## config.mk

```make
export PLATFORM = sky130hd
export DESIGN_NAME = fully_assoc_lru_tag_store_core
export DESIGN_NICKNAME = d
export VERILOG_FILES = /design/src/design/falru_pkg.sv /design/src/design/falru_store.sv /design/src/design/fully_assoc_lru_tag_store_core.sv
export SDC_FILE = /design/constraint.sdc
export NUM_CORES = 2
export LEC_CHECK = 0
export ABC_CLOCK_PERIOD_IN_PS = 11100
export BUFFER_PORTS_ARGS = -buffer_cell sky130_fd_sc_hd__clkbuf_2
export CAP_MARGIN = 20
export CORE_MARGIN = 3
export CORE_UTILIZATION = 59
export CTS_CLUSTER_DIAMETER = 200
export CTS_CLUSTER_SIZE = 20
export DETAILED_ROUTE_END_ITERATION = 16
export HOLD_SLACK_MARGIN = 0.06
export PLACE_DENSITY_LB_ADDON = 0.2
export SYNTH_ARGS = -nofsm -noshare
export SYNTH_HDL_FRONTEND = slang
export SYNTH_SLANG_ARGS = --single-unit
```

## constraint.sdc

```tcl
create_clock -name clk -period 11.1 [get_ports clk]
set_input_delay 2.22 -clock clk [delete_from_list [all_inputs] [get_ports clk]]
set_output_delay 2.22 -clock clk [all_outputs]
set_load 0.03 [all_outputs]
```

## src/design/falru_pkg.sv

```systemverilog
`timescale 1ns / 1ps
// ----------------------------------------------------------------------------
// falru_pkg
// Shared defaults and types for the fully associative LRU tag store.
// ----------------------------------------------------------------------------
package falru_pkg;

  // Default geometry
  localparam int ENTRIES_DEFAULT   = 16;
  localparam int KEY_WIDTH_DEFAULT = 32;

  // Outcome flags of one lookup
  typedef struct packed {
    logic evicted;
    logic hit;
  } falru_flags_t;

endpackage

```

## src/design/falru_store.sv

```systemverilog
`timescale 1ns / 1ps
// ----------------------------------------------------------------------------
// falru_store
// Tag array with occupancy and recency order: parallel match, free-slot
// and LRU selection, and a registered state update per lookup.
// ----------------------------------------------------------------------------
module falru_store import falru_pkg::*; #(
  parameter int ENTRIES   = ENTRIES_DEFAULT,
  parameter int KEY_WIDTH = KEY_WIDTH_DEFAULT
) (
  input  logic                         clk,
  input  logic                         rst,
  input  logic                         lookup_en,
  input  logic [KEY_WIDTH-1:0]         lookup_key,
  input  logic [$clog2(ENTRIES+1)-1:0] entries_in_use,
  output falru_flags_t                 flags,
  output logic [$clog2(ENTRIES)-1:0]   slot_index,
  output logic [KEY_WIDTH-1:0]         evicted_key
);

  localparam int IW = $clog2(ENTRIES);
  localparam int RW = IW;
  localparam int CW = $clog2(ENTRIES+1);

  // Slot state
  logic [KEY_WIDTH-1:0] slot_keys [ENTRIES];
  logic [ENTRIES-1:0]   slot_occupied;
  logic [RW-1:0]        recency_rank [ENTRIES];
  logic [CW-1:0]        occ_count;

  logic [ENTRIES-1:0]   in_use;
  logic [ENTRIES-1:0]   match;
  logic [ENTRIES-1:0]   free;
  logic [ENTRIES-1:0]   cand;
  logic [ENTRIES-1:0]   lru_oh;
  logic [IW-1:0]        hit_idx;
  logic [IW-1:0]        free_idx;
  logic [IW-1:0]        lru_idx;
  logic [IW-1:0]        sel_idx;
  logic [RW-1:0]        sel_rank;
  logic                 any_hit;
  logic                 any_free;
  logic                 evict;

  logic [ENTRIES-1:0]   slot_occupied_next;
  logic [RW-1:0]        recency_rank_next [ENTRIES];
  logic [CW-1:0]        occ_count_next;

  // Compare the key against every slot in use
  always_comb begin
    for (int i = 0; i < ENTRIES; i++) begin
      in_use[i] = CW'(i) < entries_in_use;
      cand[i]   = slot_occupied[i] & in_use[i];
      match[i]  = cand[i] & (slot_keys[i] == lookup_key);
      free[i]   = ~slot_occupied[i] & in_use[i];
    end
  end

  // Mark the occupied slot in use that no other such slot predates
  always_comb begin
    for (int i = 0; i < ENTRIES; i++) begin
      lru_oh[i] = cand[i];
      for (int j = 0; j < ENTRIES; j++) begin
        if (j != i && cand[j] && recency_rank[j] < recency_rank[i]) begin
          lru_oh[i] = 1'b0;
        end
      end
    end
  end

  // Encode: lowest matching slot, highest free slot, the LRU slot
  always_comb begin
    hit_idx  = '0;
    free_idx = '0;
    lru_idx  = '0;
    for (int i = ENTRIES - 1; i >= 0; i--) begin
      if (match[i]) begin
        hit_idx = IW'(i);
      end
    end
    for (int i = 0; i < ENTRIES; i++) begin
      if (free[i]) begin
        free_idx = IW'(i);
      end
      if (lru_oh[i]) begin
        lru_idx = IW'(i);
      end
    end
  end

  // Pick the slot that holds the key after this lookup
  always_comb begin
    any_hit  = |match;
    any_free = |free;
    evict    = ~any_hit & ~any_free;
    if (any_hit) begin
      sel_idx = hit_idx;
    end else if (any_free) begin
      sel_idx = free_idx;
    end else begin
      sel_idx = lru_idx;
    end
    sel_rank = recency_rank[sel_idx];
  end

  // Recency and occupancy update
  always_comb begin
    slot_occupied_next = slot_occupied;
    occ_count_next     = occ_count;
    for (int j = 0; j < ENTRIES; j++) begin
      recency_rank_next[j] = recency_rank[j];
    end
    if (!any_hit && any_free) begin
      // Allocate a free slot at the top of the order
      recency_rank_next[sel_idx]  = RW'(occ_count);
      slot_occupied_next[sel_idx] = 1'b1;
      occ_count_next              = occ_count + CW'(1);
    end else begin
      // Move the selected slot to the top, close the gap behind it
      for (int j = 0; j < ENTRIES; j++) begin
        if (slot_occupied[j] && recency_rank[j] > sel_rank) begin
          recency_rank_next[j] = recency_rank[j] - RW'(1);
        end
      end
      recency_rank_next[sel_idx] = RW'(occ_count - CW'(1));
    end
  end

  // Hold control state
  always_ff @(posedge clk) begin
    if (rst) begin
      slot_occupied <= '0;
      occ_count     <= '0;
      for (int j = 0; j < ENTRIES; j++) begin
        recency_rank[j] <= '0;
      end
    end else if (lookup_en) begin
      slot_occupied <= slot_occupied_next;
      occ_count     <= occ_count_next;
      for (int j = 0; j < ENTRIES; j++) begin
        recency_rank[j] <= recency_rank_next[j];
      end
    end
  end

  // Store the new key on a miss
  always_ff @(posedge clk) begin
    if (lookup_en && !any_hit) begin
      slot_keys[sel_idx] <= lookup_key;
    end
  end

  assign flags.hit     = any_hit;
  assign flags.evicted = evict;
  assign slot_index    = sel_idx;
  assign evicted_key   = evict ? slot_keys[lru_idx] : '0;

endmodule

```

## src/design/fully_assoc_lru_tag_store_core.sv

```systemverilog
`timescale 1ns / 1ps
// ----------------------------------------------------------------------------
// fully_assoc_lru_tag_store_core
// Fully associative tag store with LRU replacement: one lookup per key,
// reporting hit, slot and any evicted key.
// ----------------------------------------------------------------------------
//  Channel   Direction  Carries
//  s_*       in         lookup key
//  m_*       out        hit, slot index, evicted flag, evicted key
//  cfg_*     in         entries_in_use register write
//
//  One lookup is accepted per clock while m_* is not stalled; its result
//  reaches m_* via the input register, then the result register. The rate
//  is set by the combinational compare and recency update over all slots.
//  Reset empties all slots and sets entries_in_use to ENTRIES.
//  With m_tready low the result holds, and s_tready drops once the input
//  register is also full.
// ----------------------------------------------------------------------------
module fully_assoc_lru_tag_store_core import falru_pkg::*; #(
  parameter int ENTRIES   = ENTRIES_DEFAULT,
  parameter int KEY_WIDTH = KEY_WIDTH_DEFAULT
) (
  input  logic                                        clk,
  input  logic                                        rst,
  // cfg: entries_in_use
  input  logic                                        cfg_wr_en,
  input  logic [$clog2(ENTRIES+1)-1:0]                cfg_wr_data,
  // s_tdata: lookup_key
  input  logic                                        s_tvalid,
  output logic                                        s_tready,
  input  logic [((KEY_WIDTH+7)/8)*8-1:0]              s_tdata,
  // m_tdata: slot_index, evicted_key
  output logic                                        m_tvalid,
  input  logic                                        m_tready,
  output logic [(($clog2(ENTRIES)+KEY_WIDTH+7)/8)*8-1:0] m_tdata,
  // m_tuser: hit, evicted
  output logic [1:0]                                  m_tuser
);

  localparam int IW = $clog2(ENTRIES);
  localparam int CW = $clog2(ENTRIES+1);
  localparam int OW = ((IW + KEY_WIDTH + 7) / 8) * 8;

  logic [CW-1:0]        entries_in_use;
  logic                 in_valid;
  logic [KEY_WIDTH-1:0] in_key;
  logic                 advance;
  falru_flags_t         flags;
  logic [IW-1:0]        slot_index;
  logic [KEY_WIDTH-1:0] evicted_key;

  // Clamp and hold the configuration register
  always_ff @(posedge clk) begin
    if (rst) begin
      entries_in_use <= CW'(ENTRIES);
    end else if (cfg_wr_en) begin
      if (cfg_wr_data == '0) begin
        entries_in_use <= CW'(1);
      end else if (cfg_wr_data > CW'(ENTRIES)) begin
        entries_in_use <= CW'(ENTRIES);
      end else begin
        entries_in_use <= cfg_wr_data;
      end
    end
  end

  // Advance the input register into the result register
  assign advance  = in_valid && (!m_tvalid || m_tready);
  assign s_tready = !in_valid || advance;

  // Input register
  always_ff @(posedge clk) begin
    if (rst) begin
      in_valid <= 1'b0;
    end else if (s_tvalid && s_tready) begin
      in_valid <= 1'b1;
    end else if (advance) begin
      in_valid <= 1'b0;
    end
  end

  always_ff @(posedge clk) begin
    if (s_tvalid && s_tready) begin
      in_key <= s_tdata[KEY_WIDTH-1:0];
    end
  end

  falru_store #(
    .ENTRIES   (ENTRIES),
    .KEY_WIDTH (KEY_WIDTH)
  ) u_store (
    .clk            (clk),
    .rst            (rst),
    .lookup_en      (advance),
    .lookup_key     (in_key),
    .entries_in_use (entries_in_use),
    .flags          (flags),
    .slot_index     (slot_index),
    .evicted_key    (evicted_key)
  );

  // Result register
  always_ff @(posedge clk) begin
    if (rst) begin
      m_tvalid <= 1'b0;
    end else if (advance) begin
      m_tvalid <= 1'b1;
    end else if (m_tready) begin
      m_tvalid <= 1'b0;
    end
  end

  always_ff @(posedge clk) begin
    if (advance) begin
      m_tdata <= OW'({evicted_key, slot_index});
      m_tuser <= {flags.evicted, flags.hit};
    end
  end

endmodule

```

==> impl_metrics.py <==
metrics = {
    "synthesis": {
        "avgSynthCellArea_um2": 10.9,
        "synth_warnings": 0,
        "synth_top_area_share": 0.395,
        "synthTopCellsByArea": "edfxtp_1 (40%), ha_1 (14%), mux2i_1 (8.2%)",
        "yosysMostFrequentCell": "edfxtp_1",
        "synthCells": 4522,
        "synth_edf_count": 646,
        "synth_seq_cells": 673,
        "yosysSeqAreaShare": 0.406,
        "yosysTopAreaCell": "edfxtp_1",
        "synthFlopType": "edfxtp_1",
        "ys_top_cells_by_count": "edfxtp_1 (646), ha_1 (547), mux2i_1 (403)",
        "synth_cell_types": 89,
        "synth-async-reset-ratio": 0,
        "syn_area_mm2": 0.0491,
    },
    "pwr": {
        "switching_power_mw": 2.10,
        "p_comb_frac": 0.286,
        "netSwitchingFraction": 0.339,
        "p_seq_frac": 0.473,
        "peakVddDrop_v": 0.000158,
        "p_int_mw": 4.09,
        "p_clk_frac": 0.241,
        "p_leak_nw": 18.5,
        "power_density_mw_per_mm2": 118,
    },
    "critical_path": {
        "critPathMaxFanout": 51,
        "rrSetupSlack_ns": 1.99,
        "r2r_end": "u_store.recency_rank[8][3]$_SDFFCE_PN0P_",
        "worstSetupStartpoint": "entries_in_use[4]$_SDFFE_PP1P_",
        "cp.arrival_ns": 9.44,
        "worstSetupPathType": "register to register",
        "reg2reg_from": "entries_in_use[4]$_SDFFE_PP1P_",
        "endpoint": "u_store.recency_rank[8][3]$_SDFFCE_PN0P_",
        "cp.required_ns": 11.43,
        "cp-end-kind": "register",
        "critical_path.startpoint_type": "register",
        "worst-r2r-cell-count": 23,
    },
    "drt": {
        "wl_um": 195000,
        "dr.pass1.iters": 9,
        "postRouteAntennaNets": 0,
        "drc": 0,
        "drt_iter0_drc": 5540,
        "vias": 40655,
        "avgRoutedWirePerCell_um": 34.5,
        "viasPerCell": 7.20,
    },
    "floorplanning": {
        "die_h_um": 294,
        "die_x_um": 294,
        "rows": 105,
        "num_io_pins": 86,
        "fp.dieArea_mm2": 0.0867,
        "core_mm2": 0.0822,
        "initial_utilization": 0.597,
    },
    "grt": {
        "grt_pass1_vias": 37994,
        "antenna_found_initial": 4,
        "overflow": 0,
        "grt_first_pass_wirelength_um": 276000,
        "grt_usage": 0.443,
        "grt_max_degree": 128,
    },
    "clock_network": {
        "tritoncts": "done",
        "htreeDepth": 2,
        "root_buffer": "clkbuf_16",
        "post_cts_buffers": 0,
        "clk_pin_slew_ns": 0.12,
        "cts_resized": 0,
        "clk_latency_ns": 0.62,
        "numCtsBuffers": 39,
        "clockBufferDepth": 3,
        "ctsHoldBuffers": 0,
        "cts_sinks": 673,
    },
    "layout": {
        "num-fill-cells": 6682,
        "multi_input_area_mm2": 0.0277,
        "syn2layout_area_growth_pct": 6.48,
        "regArea_mm2": 0.0199,
        "layout.nets": 5158,
        "drive_above_1_share": 0.0736,
    },
    "timing": {
        "fin_setup_tns_ns": 0,
        "fin_ws_ns": 1.99,
        "finClkSkew_ns": 0.0435,
        "fin_crit_ns": 9.11,
        "hold_viol": 0,
        "maxSlewHeadroom": 0.191,
        "finalSetupViolations": 0,
        "fmax_mhz": 110,
        "rsz0062_at_grt": "no",
        "min_period_over_period": 0.821,
        "tightestPinTransition_ns": 1.20,
        "slew_violations": 0,
    },
    "job": {
        "cap_violations": 0,
    },
    "placed_design": {
        "dp_hpwl_um": 139000,
        "place_ws_ns": 2.47,
        "gp_congestion": 1.08,
        "io_buffers": 81,
    },
    "hold_path": {
        "min_path_type": "register to register",
        "holdCritStartpoint": "in_valid$_SDFFE_PP0P_",
    },
    "status": {
        "outcome": "finished clean",
    },
}
-- metal layers --
layer,GRT usage,part of all wire
met2,0.667,0.43
met1,0.556,0.36
met3,0.107,0.11
met4,0.328,0.094
met5,0,0.000056
-- logic make-up (layout without fill, tap and decap cells) --
kind of cell	after synthesis	count (layout)	share of synthesized area
fa+ha+maj	547	547	0.139
other cells	1	8	0.0000764
flops	673	673	0.406
buf+inv	380	431	0.0336
mux	403	403	0.0822
xor+xnor	567	567	0.101
compound gates	799	799	0.110
simple gates	1152	1152	0.128
-- critical path: stages (launching register included) --
cell       delay (ns)
dfxtp_1          1.04
or2_1            0.49
nand3b_1         0.78
nor4_1           0.51
nand3_1          0.13
o41ai_1          0.55
nor2_1           0.13
and3_1           0.39
a221o_1          0.43
nand2b_4         0.51
buf_4            0.62
mux2i_1          0.26
a221oi_1         0.14
nor4_2           0.75
buf_4            0.35
ha_1             0.27
nor2b_1          0.14
o21a_1           0.16
o21a_1           0.16
o2111ai_1        0.40
nor4_1           0.11
xnor2_1          0.18
a31oi_1          0.16
nor3_1           0.07
-- power groups by stage --
stage	clock network, mW	logic, mW	registers [mW]
floorplan	0	1.10	2.98
global placement	0	1.67	2.98
detailed placement	0	1.70	2.98
CTS	1.49	1.71	2.92
global route	1.57	1.89	2.93
finish	1.49	1.77	2.93
-- state kept, by name, summed over array words and instances, names as in the netlist --
register	cells
m_tdata	36
m_tvalid	1
u_store.recency_rank	64
u_store.occ_count	4
in_key	32
u_store.slot_keys	512
in_valid	1
entries_in_use	5
u_store.slot_occupied	16
m_tuser	2
-- cells in the final DEF, fill, tap and decap left out, types with 36 or more instances in the layout --
| cell | Yosys | final |
|---|---|---|
| o211ai_1 | 46 | 46 |
| nor2_1 | 178 | 169 |
| nand4_1 | 195 | 195 |
| clkbuf_16 | 0 | 39 |
| xor2_1 | 249 | 249 |
| nor2b_1 | 69 | 67 |
| nand2_1 | 198 | 197 |
| a21oi_1 | 228 | 228 |
| a31oi_1 | 41 | 41 |
| mux2i_1 | 403 | 403 |
| nor4_1 | 194 | 183 |
| nand3_1 | 96 | 96 |
| o21a_1 | 36 | 36 |
| edfxtp_1 | 646 | 646 |
| a211oi_1 | 58 | 58 |
| o21ai_0 | 114 | 113 |
| clkbuf_2 | 0 | 81 |
| ha_1 | 547 | 547 |
| nor3_1 | 72 | 72 |
| buf_4 | 8 | 143 |
| xnor2_1 | 318 | 317 |
| inv_1 | 145 | 145 |
-- worst min path at each step --
stage                                 end  slack, ns  cells after the start
floorplan           m_tvalid$_SDFFE_PP0P_       0.48                      2
global placement    m_tvalid$_SDFFE_PP0P_       0.50                      2
detailed placement  m_tvalid$_SDFFE_PP0P_       0.51                      2
CTS                 m_tvalid$_SDFFE_PP0P_       0.52                      2
global route        m_tvalid$_SDFFE_PP0P_       0.56                      2
finish              m_tvalid$_SDFFE_PP0P_       0.52                      2
-- through the flow --
step	cell area, µm²	hold slack, ns	power (mW)	cells	util
2_1_floorplan	49100	0.478	4.08	4525	-
4_1_cts	52100	0.522	6.12	5638	0.634
6_report	52300	0.523	6.19	5650	0.636
3_3_place_gp	51100	0.503	4.65	5589	0.621
3_5_place_dp	51100	0.506	4.68	5590	0.621
5_1_grt	52300	0.561	6.39	5646	0.635
-- layout make-up --
type,count,area share
clock buffers,45,0.0191
well taps,1070,0.0256
diodes,4,0.000191
repair buffers,235,0.0319
inverters,148,0.0107
clock inverters,3,0.000790
multi-input cells,3472,0.530
flip-flops and latches,673,0.381
(Power assumes the default switching activity.)
